<file path="src/wendland_c2_rbf_weight_assert.svh">
// ----------------------------------------------------------------------------
// Wendland C2 RBF weight assertion macros
// Shared concurrent assertion forms for the weight pipeline.
// ----------------------------------------------------------------------------
`ifndef WENDLAND_C2_RBF_WEIGHT_ASSERT_SVH
`define WENDLAND_C2_RBF_WEIGHT_ASSERT_SVH

// Same-cycle implication, disabled during reset.
`define WC2RBF_ASSERT_NOW(label, ante, cons, msg) \
    label: assert property (@(posedge i_clk) disable iff (!i_rst_n) (ante) |-> (cons)) \
        else $error(msg);

// Next-cycle implication, disabled during reset.
`define WC2RBF_ASSERT_NEXT(label, ante, cons, msg) \
    label: assert property (@(posedge i_clk) disable iff (!i_rst_n) (ante) |=> (cons)) \
        else $error(msg);

`endif

</file>
<file path="src/wc2rbf_pkg.sv">
// ----------------------------------------------------------------------------
// Wendland C2 RBF weight package
// Widths, register codes and shared types of the weight pipeline.
// ----------------------------------------------------------------------------
`default_nettype none

package wc2rbf_pkg;

    localparam int FRAC_BITS = 16;
    localparam int COORD_W   = 32;
    localparam int RAD_W     = 31;
    localparam int DIFF_W    = 32;
    localparam int SQ_W      = 2 * RAD_W;
    localparam int SUM_W     = 64;
    localparam int ROOT_W    = SUM_W / 2;
    localparam int WEIGHT_W  = 17;
    localparam int ADDR_W    = 4;
    localparam int DATA_W    = 32;
    localparam int ONE_W     = FRAC_BITS + 1;
    localparam int DOWN_SHIFT = (FRAC_BITS > 16) ? FRAC_BITS - 16 : 0;
    localparam int UP_SHIFT   = (FRAC_BITS < 16) ? 16 - FRAC_BITS : 0;

    localparam logic [1:0] REG_CENTER_X = 2'd0;
    localparam logic [1:0] REG_CENTER_Y = 2'd1;
    localparam logic [1:0] REG_CENTER_Z = 2'd2;
    localparam logic [1:0] REG_RADIUS   = 2'd3;

    localparam logic [RAD_W-1:0]    RADIUS_RESET = RAD_W'(65536);
    localparam logic [WEIGHT_W-1:0] WEIGHT_MAX   = WEIGHT_W'(65536);

    typedef struct packed {
        logic vld;
        logic ins;
    } t_ctl;

endpackage

`default_nettype wire

</file>
<file path="src/wc2rbf_div.sv">
// ----------------------------------------------------------------------------
// Wendland C2 RBF ratio divider
// Restoring division of the distance by the radius, one quotient bit a stage.
// ----------------------------------------------------------------------------
`default_nettype none

module wc2rbf_div (
    input  wire logic                           i_clk,
    input  wire logic                           i_rst_n,
    input  wire logic                           i_en,
    input  wc2rbf_pkg::t_ctl                    i_ctl,
    input  wire logic [wc2rbf_pkg::RAD_W-1:0]   i_dist,
    input  wire logic [wc2rbf_pkg::RAD_W-1:0]   i_rad,
    output wc2rbf_pkg::t_ctl                    o_ctl,
    output logic [wc2rbf_pkg::FRAC_BITS-1:0]    o_ratio
);
    import wc2rbf_pkg::*;

    t_ctl                 r_ctl [0:FRAC_BITS];
    logic [RAD_W-1:0]     r_rem [0:FRAC_BITS];
    logic [FRAC_BITS-1:0] r_quo [0:FRAC_BITS];

    always_comb begin
        r_ctl[0] = i_ctl;
        r_rem[0] = i_dist;
        r_quo[0] = '0;
    end

    for (genvar k = 0; k < FRAC_BITS; k++) begin : g_stage
        logic [RAD_W:0] n_shift;
        logic           n_ge;

        always_comb begin
            n_shift = {r_rem[k], 1'b0};
            n_ge    = n_shift >= {1'b0, i_rad};
        end

        always_ff @(posedge i_clk) begin
            if (!i_rst_n) begin
                r_ctl[k+1] <= '0;
            end else if (i_en) begin
                r_ctl[k+1] <= r_ctl[k];
            end
        end

        always_ff @(posedge i_clk) begin
            if (i_en) begin
                r_rem[k+1] <= n_ge ? RAD_W'(n_shift - {1'b0, i_rad}) : n_shift[RAD_W-1:0];
                r_quo[k+1] <= {r_quo[k][FRAC_BITS-2:0], n_ge};
            end
        end
    end

    assign o_ctl   = r_ctl[FRAC_BITS];
    assign o_ratio = r_quo[FRAC_BITS];

endmodule

`default_nettype wire

</file>
<file path="config.mk">
export PLATFORM = sky130hd
export DESIGN_NAME = wc2rbf_div
export DESIGN_NICKNAME = d
export VERILOG_FILES = /design/src/wendland_c2_rbf_weight_assert.svh /design/src/wc2rbf_pkg.sv /design/src/wc2rbf_div.sv
export SDC_FILE = /design/constraint.sdc
export NUM_CORES = 2
export LEC_CHECK = 0
export BUFFER_PORTS_ARGS = -buffer_cell sky130_fd_sc_hd__buf_2
export CAP_MARGIN = 20
export CORE_MARGIN = 2
export CORE_UTILIZATION = 30
export DETAILED_ROUTE_END_ITERATION = 10
export PLACE_DENSITY_LB_ADDON = 0.1
export RECOVER_POWER = 100
export SLEW_MARGIN = 20
export SYNTH_ARGS = -nofsm -noshare
export SYNTH_HDL_FRONTEND = slang
export SYNTH_SLANG_ARGS = --single-unit
</file>
<file path="constraint.sdc">
create_clock -name i_clk -period 13.2 [get_ports i_clk]
set_input_delay 2.64 -clock i_clk [delete_from_list [all_inputs] [get_ports i_clk]]
set_output_delay 2.64 -clock i_clk [all_outputs]
set_load 0.01 [all_outputs]
</file>
==> impl_metrics.json <==
{
  "hp-class": "flop to flop",
  "ys.flop_type": "edfxtp_1",
  "fillCellCount": 16397,
  "synth-seq-cells": 633,
  "power.leakage_uw": 0.0211,
  "maxCapViolCount": 18,
  "crit_type": "input pin to flop",
  "synth_compound_area_frac": 0.210,
  "cp.required_ps": 13620,
  "seq_area_frac_synth": 0.393,
  "async_flop_share": 0,
  "synth_area_leaders": "edfxtp_1 (38%), ha_1 (13%), a21oi_1 (5.2%)",
  "cts_resized": 0,
  "drt-initial-drc-count": 2022,
  "cts_made_buffers": 86,
  "rsz0062_at_grt": "no",
  "antennaDiodeCount": 0,
  "slew_headroom": -3.13,
  "grt_pass1_vias": 35518,
  "synth_edf_count": 601,
  "clock_latency_ps": 690,
  "cts_tree": "done",
  "worst-path-buf-inv": 4,
  "start_util": 0.301,
  "die_x_um": 402,
  "synthMuxAreaShare": 0.0385,
  "netlist_area_um2": 47500,
  "crit_path_start": "i_rad[1]",
  "place_area_um2": 50300,
  "die_h_um": 402,
  "gp_congestion": 0.828,
  "core_um2": 158000,
  "finalWorstSetupSlack_ps": 4180,
  "final.setup.tns_ps": 0,
  "grt_util_all_layers": 0.167,
  "vias_per_cell": 5.14,
  "arrival_ps": 9440,
  "worstPathMaxFanout": 40,
  "netlist.area_leader.share": 0.380,
  "ir_worst_vdd_mv": 0.0998,
  "clockBufferDepth": 3,
  "worstSetupStartpointType": "input pin",
  "grt_max_degree": 165,
  "overflow": 0,
  "ant_nets": 0,
  "violations": "max-capacitance violations, max-slew violations",
  "max_freq_mhz": 111,
  "cp-end-kind": "flop",
  "num_vias": 36074,
  "hold_viol": 0,
  "synth_simple_gate_area_frac": 0.122,
  "final_area_um2": 52900,
  "final_util": 0.335,
  "place_hpwl_um": 94700,
  "synthAdderAreaFrac": 0.137,
  "drv_slew": 921,
  "cts_hold_buffers": 0,
  "path_cells": "buf_2 -> inv_1 -> clkbuf_1 -> fa_1 -> a21o_1 -> a21oi_1 -> o211ai_1 -> a31oi_1 -> o21a_1 -> o41a_1 -> o21a_1 -> o41ai_1 -> clkbuf_1 -> mux2_2",
  "drc_errors": 0,
  "avgSynthCellArea_um2": 9.87,
  "preCtsSetupSlack_ps": 5630,
  "min_from": "r_quo[105]$_DFFE_PP_",
  "ys.warnings.count": 0,
  "synth_nets": 5394,
  "areaGrowthSynthToFinish_pct": 11.3,
  "yosys.cell_types.count": 89,
  "finClkSkew_ps": 35.0,
  "port_buffers": 84,
  "netlist_instances": 4817,
  "drive_above_1_share": 0.0724,
  "wl_per_cell_um": 19.6,
  "fin_nets": 5455,
  "r2r_start": "g_stage[13].n_shift[1]$_SDFFCE_PN0P_",
  "h-tree-depth": 3,
  "cp_slowest_stage_delay_ps": 1650,
  "synth_xor_area_frac": 0.0743,
  "clkSinkCount": 633,
  "rows": 146,
  "synth_top_family_by_area": "compound AO/OA/AOI/OAI gates",
  "die_area_um2": 162000,
  "critPathTopFamily": "buffers and inverters",
  "critPathSlowestCell": "clkbuf_1",
  "io_pins": 85,
  "root_buffer": "clkbuf_16",
  "status": "complete, but fails checks",
  "finalCritPeriodShare": 0.684,
  "period_minus_slack_ps": 9020,
  "power_density_nw_per_um2": 258,
  "synth_area_leader_cell": "edfxtp_1",
  "routed_wl_um": 138000,
  "antenna_found_initial": 3,
  "cts_setup_buffers": 0,
  "clk_pin_slew_ps": 60,
  "dr.pass1.iters": 7,
  "worstMarginPinSlew_ps": 6200,
  "setup_viol": 0,
  "grt_pass1_wl_um": 211000
}
==> sequential cells by signal (all words and copies together), names as in the netlist <==
register	cells
o_ratio	16
g_stage.n_shift	465
r_ctl	30
o_ctl	2
r_quo	120
==> final cells by class <==
type                    count  area, um^2  share of cell area
inverters                 124         465             0.00880
clock inverters            46         470             0.00890
clock buffers             109        2310              0.0437
flip-flops and latches    633       18700               0.353
repair buffers            134         757              0.0143
multi-input cells        3899       27600               0.522
well taps                2072        2590              0.0490
==> cells by family (layout without fill, tap and decap cells) <==
kind of cell / after synthesis / in the layout
compound gates: 1599 / 1599
simple gates: 1220 / 1220
flops: 633 / 633
fa+ha+maj: 510 / 510
xor+xnor: 403 / 403
buf+inv: 285 / 413
mux: 167 / 167
==> cells in the final DEF (no fill, tap or decap), types with 14 or more instances in the layout <==
| master | Yosys | final |
|---|---|---|
| a311oi_1 | 15 | 16 |
| o21ai_0 | 366 | 405 |
| clkinv_2 | 0 | 14 |
| and2_1 | 28 | 25 |
| nor3_1 | 48 | 49 |
| a41oi_1 | 19 | 20 |
| clkbuf_16 | 0 | 89 |
| o211ai_1 | 31 | 31 |
| o31ai_1 | 31 | 31 |
| a21o_1 | 246 | 246 |
| nand2_1 | 428 | 428 |
| and3_1 | 47 | 47 |
| mux2i_1 | 40 | 40 |
| ha_1 | 495 | 495 |
| nor2_1 | 285 | 285 |
| o21bai_1 | 75 | 75 |
| edfxtp_1 | 601 | 601 |
| mux2_1 | 19 | 27 |
| o21a_1 | 48 | 48 |
| nor2b_1 | 78 | 78 |
| or3_1 | 18 | 18 |
| a21oi_1 | 496 | 497 |
| xnor2_1 | 228 | 228 |
| nand2b_1 | 50 | 50 |
| dfxtp_1 | 32 | 32 |
| a211oi_1 | 35 | 34 |
| clkinv_1 | 0 | 15 |
| mux2_2 | 108 | 100 |
| nand3_1 | 94 | 94 |
| buf_2 | 34 | 65 |
| a31oi_1 | 58 | 57 |
| fa_1 | 15 | 15 |
| clkbuf_1 | 90 | 52 |
| and4_1 | 19 | 19 |
| nand4_1 | 63 | 63 |
| inv_1 | 124 | 123 |
| xor2_1 | 175 | 175 |
| buf_4 | 25 | 33 |
==> cell usage after synthesis, types with 25 or more instances <==
cell type / n
a211oi_1: 35
a21o_1: 246
a21oi_1: 496
a31oi_1: 58
and2_1: 28
and3_1: 47
buf_2: 34
buf_4: 25
clkbuf_1: 90
dfxtp_1: 32
edfxtp_1: 601
ha_1: 495
inv_1: 124
mux2_2: 108
mux2i_1: 40
nand2_1: 428
nand2b_1: 50
nand3_1: 94
nand4_1: 63
nor2_1: 285
nor2b_1: 78
nor3_1: 48
o211ai_1: 31
o21a_1: 48
o21ai_0: 366
o21ai_1: 45
o21bai_1: 75
o31ai_1: 31
xnor2_1: 228
xor2_1: 175
==> where the power goes <==
part | internal (uW) | total [uW] | leakage [uW] | switching, uW
Combinational | 3150 | 7280 | 0.0136 | 4130
Clock | 1410 | 2360 | 0.00137 | 948
Sequential | 3480 | 4010 | 0.00614 | 532
==> worst register-to-register path, cell delays in order, from the launching register on <==
cell	delay, ps
edfxtp_1	450
fa_1	440
a21o_1	200
a21oi_1	270
o211ai_1	200
a31o_1	290
a221o_1	420
o21ai_0	230
a31oi_1	140
nor4_1	940
clkbuf_1	1340
mux2_1	420
==> final timing paths <==
kind         slack (ps)  cells past startpoint                          endpoint
max                4180                     14  g_stage[13].n_shift[7]$_DFFE_PP_
max reg2reg        7610                     11  g_stage[14].n_shift[2]$_DFFE_PP_
min                 410                      0               r_quo[90]$_DFFE_PP_
min reg2reg         410                      0               r_quo[90]$_DFFE_PP_
==> layer usage <==
metal | share of wire | GRT usage
met5 | 0 | 0
met4 | 0.030 | 0.0501
met3 | 0.041 | 0.0299
met2 | 0.47 | 0.278
met1 | 0.46 | 0.220
==> per-stage QoR <==
step | instances | total power [uW] | hold slack (ps)
6_report | 7017 | 13600 | 409
5_1_grt | 7017 | 14900 | 417
3_5_place_dp | 6862 | 11400 | 405
3_3_place_gp | 6862 | 11400 | 400
2_1_floorplan | 4817 | 9570 | 400
4_1_cts | 7017 | 13800 | 401
Note: power is estimated with default switching activity, not from simulation.
