`src/wendland_c2_rbf_weight_assert.svh`:
```
// ----------------------------------------------------------------------------
// Wendland C2 RBF weight assertion macros
// Shared concurrent assertion forms for the weight pipeline.
// ----------------------------------------------------------------------------
`ifndef WENDLAND_C2_RBF_WEIGHT_ASSERT_SVH
`define WENDLAND_C2_RBF_WEIGHT_ASSERT_SVH

// Same-cycle implication, disabled during reset.
`define WC2RBF_ASSERT_NOW(label, ante, cons, msg) \
    label: assert property (@(posedge i_clk) disable iff (!i_rst_n) (ante) |-> (cons)) \
        else $error(msg);

// Next-cycle implication, disabled during reset.
`define WC2RBF_ASSERT_NEXT(label, ante, cons, msg) \
    label: assert property (@(posedge i_clk) disable iff (!i_rst_n) (ante) |=> (cons)) \
        else $error(msg);

`endif

```
`src/wc2rbf_pkg.sv`:
```
// ----------------------------------------------------------------------------
// Wendland C2 RBF weight package
// Widths, register codes and shared types of the weight pipeline.
// ----------------------------------------------------------------------------
`default_nettype none

package wc2rbf_pkg;

    localparam int FRAC_BITS = 16;
    localparam int COORD_W   = 32;
    localparam int RAD_W     = 31;
    localparam int DIFF_W    = 32;
    localparam int SQ_W      = 2 * RAD_W;
    localparam int SUM_W     = 64;
    localparam int ROOT_W    = SUM_W / 2;
    localparam int WEIGHT_W  = 17;
    localparam int ADDR_W    = 4;
    localparam int DATA_W    = 32;
    localparam int ONE_W     = FRAC_BITS + 1;
    localparam int DOWN_SHIFT = (FRAC_BITS > 16) ? FRAC_BITS - 16 : 0;
    localparam int UP_SHIFT   = (FRAC_BITS < 16) ? 16 - FRAC_BITS : 0;

    localparam logic [1:0] REG_CENTER_X = 2'd0;
    localparam logic [1:0] REG_CENTER_Y = 2'd1;
    localparam logic [1:0] REG_CENTER_Z = 2'd2;
    localparam logic [1:0] REG_RADIUS   = 2'd3;

    localparam logic [RAD_W-1:0]    RADIUS_RESET = RAD_W'(65536);
    localparam logic [WEIGHT_W-1:0] WEIGHT_MAX   = WEIGHT_W'(65536);

    typedef struct packed {
        logic vld;
        logic ins;
    } t_ctl;

endpackage

`default_nettype wire

```
`src/wc2rbf_poly.sv`:
```
// ----------------------------------------------------------------------------
// Wendland C2 RBF polynomial
// Evaluates (1-r)^4 (1+4r) in three multiply stages and holds the result.
// ----------------------------------------------------------------------------
`default_nettype none

module wc2rbf_poly (
    input  wire logic                           i_clk,
    input  wire logic                           i_rst_n,
    input  wire logic                           i_en,
    input  wc2rbf_pkg::t_ctl                    i_ctl,
    input  wire logic [wc2rbf_pkg::FRAC_BITS-1:0] i_ratio,
    output logic                                o_vld,
    output logic [wc2rbf_pkg::WEIGHT_W-1:0]     o_weight
);
    import wc2rbf_pkg::*;

    localparam logic [ONE_W-1:0] ONE = ONE_W'(1) << FRAC_BITS;
    localparam int P_W    = FRAC_BITS + 3;
    localparam int PROD_W = ONE_W + P_W;

    logic [ONE_W-1:0]    n_s;
    logic [2*ONE_W-1:0]  n_s2_full, n_s4_full;
    logic [PROD_W-1:0]   n_w_full;
    logic [ONE_W-1:0]    n_w;
    logic [31:0]         n_scaled;

    t_ctl             r_ctl1, r_ctl2;
    logic             r_vld3;
    logic [ONE_W-1:0] r_s2, r_s4;
    logic [P_W-1:0]   r_p1, r_p2;
    logic [WEIGHT_W-1:0] r_weight;

    always_comb begin
        n_s       = ONE - ONE_W'(i_ratio);
        n_s2_full = n_s * n_s;
        n_s4_full = r_s2 * r_s2;
        n_w_full  = r_s4 * r_p2;
        n_w       = (n_w_full >> FRAC_BITS) > PROD_W'(ONE) ? ONE
                    : ONE_W'(n_w_full >> FRAC_BITS);
        if (!r_ctl2.ins) begin
            n_w = '0;
        end
        n_scaled  = (32'(n_w) >> DOWN_SHIFT) << UP_SHIFT;
    end

    always_ff @(posedge i_clk) begin
        if (!i_rst_n) begin
            r_ctl1 <= '0;
            r_ctl2 <= '0;
            r_vld3 <= 1'b0;
        end else if (i_en) begin
            r_ctl1 <= i_ctl;
            r_ctl2 <= r_ctl1;
            r_vld3 <= r_ctl2.vld;
        end
    end

    always_ff @(posedge i_clk) begin
        if (i_en) begin
            r_s2     <= ONE_W'(n_s2_full >> FRAC_BITS);
            r_p1     <= P_W'(ONE) + (P_W'(i_ratio) << 2);
            r_s4     <= ONE_W'(n_s4_full >> FRAC_BITS);
            r_p2     <= r_p1;
            r_weight <= (n_scaled > 32'(WEIGHT_MAX)) ? WEIGHT_MAX : n_scaled[WEIGHT_W-1:0];
        end
    end

    assign o_vld    = r_vld3;
    assign o_weight = r_weight;

endmodule

`default_nettype wire

```
`config.mk`:
```
export PLATFORM = sky130hd
export DESIGN_NAME = wc2rbf_poly
export DESIGN_NICKNAME = d
export VERILOG_FILES = /design/src/wendland_c2_rbf_weight_assert.svh /design/src/wc2rbf_pkg.sv /design/src/wc2rbf_poly.sv
export SDC_FILE = /design/constraint.sdc
export NUM_CORES = 2
export LEC_CHECK = 0
export BUFFER_PORTS_ARGS = -buffer_cell sky130_fd_sc_hd__buf_2
export CORE_ASPECT_RATIO = 2
export CORE_UTILIZATION = 55
export DETAILED_ROUTE_END_ITERATION = 6
export PLACE_DENSITY_LB_ADDON = 0.15
export SETUP_SLACK_MARGIN = 0.5
export SYNTH_ARGS = -nofsm -noshare
export SYNTH_HDL_FRONTEND = slang
export SYNTH_SLANG_ARGS = --single-unit
```
`constraint.sdc`:
```
create_clock -name i_clk -period 15 [get_ports i_clk]
set_input_delay 1.5 -clock i_clk [delete_from_list [all_inputs] [get_ports i_clk]]
set_output_delay 1.5 -clock i_clk [all_outputs]
set_load 0.02 [all_outputs]
```
==> flow_summary.html <==
<table>
<tr><th>Metric</th><th>Value</th></tr>
<tr><th colspan="2">Layout</th></tr>
<tr><td>Seq. cell area</td><td>about 2700 um^2</td></tr>
<tr><td>Signed area change from the synthesized netlist to the final layout</td><td>4.30%</td></tr>
<tr><td>Number of fillers in the final layout</td><td>~4400</td></tr>
<tr><td>Final net count</td><td>3871</td></tr>
<tr><td>Proportion of layout cells with a drive suffix above 1</td><td>under 10%</td></tr>
<tr><td>Area of combinational cells with multiple inputs</td><td>around 22000 um^2</td></tr>
<tr><th colspan="2">Job</th></tr>
<tr><td>MaxCap Viol Count</td><td>0</td></tr>
<tr><th colspan="2">Place</th></tr>
<tr><td>IO buf count</td><td>38</td></tr>
<tr><td>Last weighted congestion value of the routability-driven placer</td><td>a little over 0.9</td></tr>
<tr><td>Detail Placement HPWL</td><td>58000 um</td></tr>
<tr><th colspan="2">Worst setup path</th></tr>
<tr><td>Endpoint of the worst-slack reg-to-reg timing path</td><td>o_weight[7]$_SDFFCE_PN0P_</td></tr>
<tr><td>Critical register-to-register path startpoint</td><td>r_s4[8]$_DFFE_PP_</td></tr>
<tr><td>Worst setup slack for register-to-register paths</td><td>a little over 7 ns</td></tr>
<tr><td>Kind of start point of the critical path</td><td>primary input</td></tr>
<tr><td>Worst Setup End Kind</td><td>flop</td></tr>
<tr><td>Critical Path Start</td><td>i_ratio[0]</td></tr>
<tr><td>Worst EP required</td><td>15.12 ns</td></tr>
<tr><td>Critical Path AT</td><td>10.37 ns</td></tr>
<tr><td>Critical Path End</td><td>r_s2[11]$_DFFE_PP_</td></tr>
<tr><td>R2R depth</td><td>20</td></tr>
<tr><td>Kind of critical path</td><td>primary input to flop</td></tr>
<tr><td>Peak fanout along the critical path</td><td>17</td></tr>
<tr><th colspan="2">Global route</th></tr>
<tr><td>GRT overflow</td><td>0</td></tr>
<tr><td>Antenna violations before repair</td><td>4</td></tr>
<tr><td>Global-route wire length before repair</td><td>~110000 um</td></tr>
<tr><td>Total Routing Usage GR</td><td>28.8%</td></tr>
<tr><td>Pin count of the biggest net entering global routing</td><td>65</td></tr>
<tr><td>Via count of the first global-routing pass</td><td>roughly 23000</td></tr>
<tr><th colspan="2">Floorplan</th></tr>
<tr><td>I/O pin count</td><td>39</td></tr>
<tr><td>Die outline area</td><td>51300 um^2</td></tr>
<tr><td>Area of the core region</td><td>slightly below 50000 um^2</td></tr>
<tr><td>Initial core utilization</td><td>between 50% and 60%</td></tr>
<tr><td>DIE WIDTH</td><td>between 150 and 200 um</td></tr>
<tr><td>Site Rows</td><td>approximately 120</td></tr>
<tr><td>Die Ht</td><td>~320 um</td></tr>
<tr><th colspan="2">Clocking</th></tr>
<tr><td>Buffer levels on the longest clock path</td><td>2</td></tr>
<tr><td>Post-CTS resize count</td><td>0</td></tr>
<tr><td>Cts bufs inserted</td><td>9</td></tr>
<tr><td>Hold bufs inserted after CTS</td><td>0</td></tr>
<tr><td>H-tree levels</td><td>3</td></tr>
<tr><td>CTS tree</td><td>yes</td></tr>
<tr><td>Clock slew at the register clock pins of the worst setup and hold paths</td><td>0.07 ns</td></tr>
<tr><td>Post-CTS Setup Inserts</td><td>0</td></tr>
<tr><td>Clock Latency Late Sink</td><td>around 0.37 ns</td></tr>
<tr><td>Sinks on Clock Net</td><td>90</td></tr>
<tr><td>Root buffer selected by CTS</td><td>sky130_fd_sc_hd__clkbuf_16</td></tr>
<tr><th colspan="2">Timing</th></tr>
<tr><td>Number of hold violations in the final report</td><td>0</td></tr>
<tr><td>Setup repair after global routing missed its margin</td><td>false</td></tr>
<tr><td>Max-slew headroom at the worst pin</td><td>around 33%</td></tr>
<tr><td>Total negative slack</td><td>0 ns</td></tr>
<tr><td>Minimum period implied by the final worst setup slack</td><td>approximately 10 ns</td></tr>
<tr><td>Highest achievable clock rate</td><td>approximately 100 MHz</td></tr>
<tr><td>Setup violations, final</td><td>0</td></tr>
<tr><td>Setup clock skew after layout</td><td>between 0.01 and 0.015 ns</td></tr>
<tr><td>Number of pins exceeding their max-slew limit in the final report</td><td>0</td></tr>
<tr><td>Final cycle utilization of the critical path</td><td>slightly below 70%</td></tr>
<tr><td>Slew at the pin closest to its max-slew limit</td><td>around 1.0 ns</td></tr>
<tr><th colspan="2">Drt</th></tr>
<tr><td>Antenna-violating nets left</td><td>0</td></tr>
<tr><td>DRT iter0 DRCs</td><td>871</td></tr>
<tr><td>Residual DRC</td><td>0</td></tr>
<tr><td>Vias per cell</td><td>approximately 5.5</td></tr>
<tr><td>Total number of vias</td><td>~20000</td></tr>
<tr><td>Routed WL</td><td>roughly 68000 um</td></tr>
<tr><td>Detailed-router iteration count before antenna repair</td><td>7</td></tr>
<tr><td>Final routed wire length divided by cell count</td><td>19.1 um</td></tr>
<tr><th colspan="2">Synth</th></tr>
<tr><td>Synth warn</td><td>0</td></tr>
<tr><td>Seq cells post-synth</td><td>90</td></tr>
<tr><td>Ys flop type</td><td>sky130_fd_sc_hd__edfxtp_1</td></tr>
<tr><td>Dominant cell type by area after synthesis</td><td>sky130_fd_sc_hd__fa_1</td></tr>
<tr><td>Library cells used by synthesis</td><td>73</td></tr>
<tr><td>Post-synthesis cell count</td><td>2937</td></tr>
<tr><td>Syn avg cell area</td><td>between 9 and 10 um^2</td></tr>
<tr><td>Sequential fraction of the synthesis area</td><td>under 10%</td></tr>
<tr><td>Ys async rst share</td><td>0%</td></tr>
<tr><td>Main area contributors after synthesis</td><td>sky130_fd_sc_hd__fa_1 44%, sky130_fd_sc_hd__ha_1 14%, sky130_fd_sc_hd__inv_1 11%</td></tr>
<tr><td>Number of enable-type register cells in the synthesized netlist</td><td>85</td></tr>
<tr><td>Post-synth top area share</td><td>a little over two fifths</td></tr>
<tr><td>Post-Syn Area</td><td>around 28000 um^2</td></tr>
<tr><th colspan="2">Outcome</th></tr>
<tr><td>Outcome</td><td>complete, no violations</td></tr>
<tr><th colspan="2">Hold path</th></tr>
<tr><td>Type of the tightest min-delay check</td><td>flop to flop</td></tr>
</table>
==> stage by stage <==
stage | hold WS (ns) | instance area [um^2] | cells | util [%] | worst slack [ns]
after floorplan | 0.400 | 27700 | 2945 | - | 6.10
after global placement | 0.403 | 28500 | 3565 | 57.8 | 4.71
after detailed placement | 0.405 | 28500 | 3565 | 57.8 | 4.49
after CTS | 0.420 | 28800 | 3580 | 58.4 | 4.89
after global routing | 0.423 | 28800 | 3580 | 58.4 | 4.32
final | 0.416 | 28900 | 3583 | 58.5 | 4.76
==> synthesized netlist by cell type, drive strengths merged (8+ instances only) <==
library cell / number
nor2b: 14
nor2: 114
a21oi: 56
nor3: 31
xor2: 22
xnor2: 51
ha: 315
o21ai: 30
edfxtp: 85
a211oi: 14
nand2: 334
nand4: 8
nand2b: 12
a21o: 12
o21a: 9
and3: 8
inv: 827
nand3: 22
fa: 602
and2: 185
clkbuf: 74
==> how the worst min path moves through the flow <==
| stage | end | start | cells past startpoint | slack, ns |
|---|---|---|---|---|
| floorplan | r_p2[10]$_DFFE_PP_ | r_p1[10]$_DFFE_PP_ | 0 | 0.40 |
| global placement | r_p2[4]$_DFFE_PP_ | r_p1[4]$_DFFE_PP_ | 0 | 0.40 |
| detailed placement | r_p2[15]$_DFFE_PP_ | r_p1[15]$_DFFE_PP_ | 0 | 0.41 |
| CTS | r_p2[2]$_DFFE_PP_ | r_p1[2]$_DFFE_PP_ | 0 | 0.42 |
| global route | r_p2[2]$_DFFE_PP_ | r_p1[2]$_DFFE_PP_ | 0 | 0.42 |
| finish | r_p2[2]$_DFFE_PP_ | r_p1[2]$_DFFE_PP_ | 0 | 0.42 |
==> cell families (layout without fill, tap and decap cells) <==
kind of cell	count (synthesis)	count (layout)	synth area share, %
flops	90	90	9.59
compound gates	180	180	4.60
buf+inv	909	901	12.4
other cells	2	13	0.0271
mux	7	7	0.258
fa+ha+maj	917	917	57.8
simple gates	759	759	13.1
xor+xnor	73	73	2.31
==> sequential cells by signal, indices dropped and copies added (netlist names) <==
name      cells
r_s4         17
r_p2         17
r_ctl1        2
o_vld         1
o_weight     17
r_ctl2        2
r_p1         17
r_s2         17
==> worst max-delay path, stage by stage <==
cell	delay (ns)
sky130_fd_sc_hd__buf_2	0.27
sky130_fd_sc_hd__inv_1	0.19
sky130_fd_sc_hd__ha_1	0.23
sky130_fd_sc_hd__nand2_1	0.14
sky130_fd_sc_hd__nor3b_1	0.64
sky130_fd_sc_hd__nand2_1	0.15
sky130_fd_sc_hd__xnor2_1	0.51
sky130_fd_sc_hd__clkinv_1	0.49
sky130_fd_sc_hd__nand2_1	0.23
sky130_fd_sc_hd__fa_1	0.46
sky130_fd_sc_hd__fa_1	0.51
sky130_fd_sc_hd__fa_1	0.52
sky130_fd_sc_hd__inv_1	0.06
sky130_fd_sc_hd__fa_1	0.53
sky130_fd_sc_hd__inv_1	0.05
sky130_fd_sc_hd__fa_1	0.47
sky130_fd_sc_hd__inv_1	0.05
sky130_fd_sc_hd__fa_1	0.43
sky130_fd_sc_hd__ha_1	0.30
sky130_fd_sc_hd__a2111o_1	0.39
sky130_fd_sc_hd__or2_2	0.28
sky130_fd_sc_hd__a311oi_1	0.45
sky130_fd_sc_hd__o21ai_0	0.38
sky130_fd_sc_hd__a32oi_1	0.50
sky130_fd_sc_hd__a211oi_1	0.19
sky130_fd_sc_hd__o21a_1	0.22
sky130_fd_sc_hd__nor2_1	0.13
sky130_fd_sc_hd__xnor2_1	0.08
==> layout make-up <==
type,instances,area share (%)
multi-input cells,1946,74.9
inverters,833,10.8
flip-flops and latches,90,9.19
well taps,643,2.79
repair buffers,53,1.06
clock buffers,10,0.794
clock inverters,5,0.360
diodes,3,0.0260
==> placed cells by master, fill, tap and decap left out, types with 6 or more instances in the layout <==
master and count:
sky130_fd_sc_hd__a211o_1 7, sky130_fd_sc_hd__nand4_1 8, sky130_fd_sc_hd__nand2_1 334, sky130_fd_sc_hd__nor3_1 31, sky130_fd_sc_hd__nand2b_1 12, sky130_fd_sc_hd__a21o_1 12, sky130_fd_sc_hd__and3_1 8, sky130_fd_sc_hd__o21bai_1 7
sky130_fd_sc_hd__clkinv_1 6, sky130_fd_sc_hd__inv_1 827, sky130_fd_sc_hd__ha_1 315, sky130_fd_sc_hd__mux2i_1 6, sky130_fd_sc_hd__o21a_1 9, sky130_fd_sc_hd__xnor2_1 51, sky130_fd_sc_hd__nand3_1 22, sky130_fd_sc_hd__fa_1 602
sky130_fd_sc_hd__edfxtp_1 85, sky130_fd_sc_hd__a21oi_1 54, sky130_fd_sc_hd__or2_2 6, sky130_fd_sc_hd__clkbuf_16 9, sky130_fd_sc_hd__conb_1 10, sky130_fd_sc_hd__nor2b_1 14, sky130_fd_sc_hd__buf_4 16, sky130_fd_sc_hd__o21ai_0 29
sky130_fd_sc_hd__xor2_1 22, sky130_fd_sc_hd__and2_1 185, sky130_fd_sc_hd__nor3b_1 6, sky130_fd_sc_hd__buf_2 37, sky130_fd_sc_hd__nor2_1 113, sky130_fd_sc_hd__a211oi_1 12
==> routing by layer <==
metal	global-route usage (%)	vias to the layer above	part of all wire, %
met3	2.67	241	3.5
met5	0	-	0.038
li1	-	8703	-
met4	16.2	4	6.1
met1	28.0	10100	33
met2	57.5	526	57
Power is left out: the tool's default activity adds up to more than one toggle a clock period on the data nets, which glitch-free logic cannot reach.
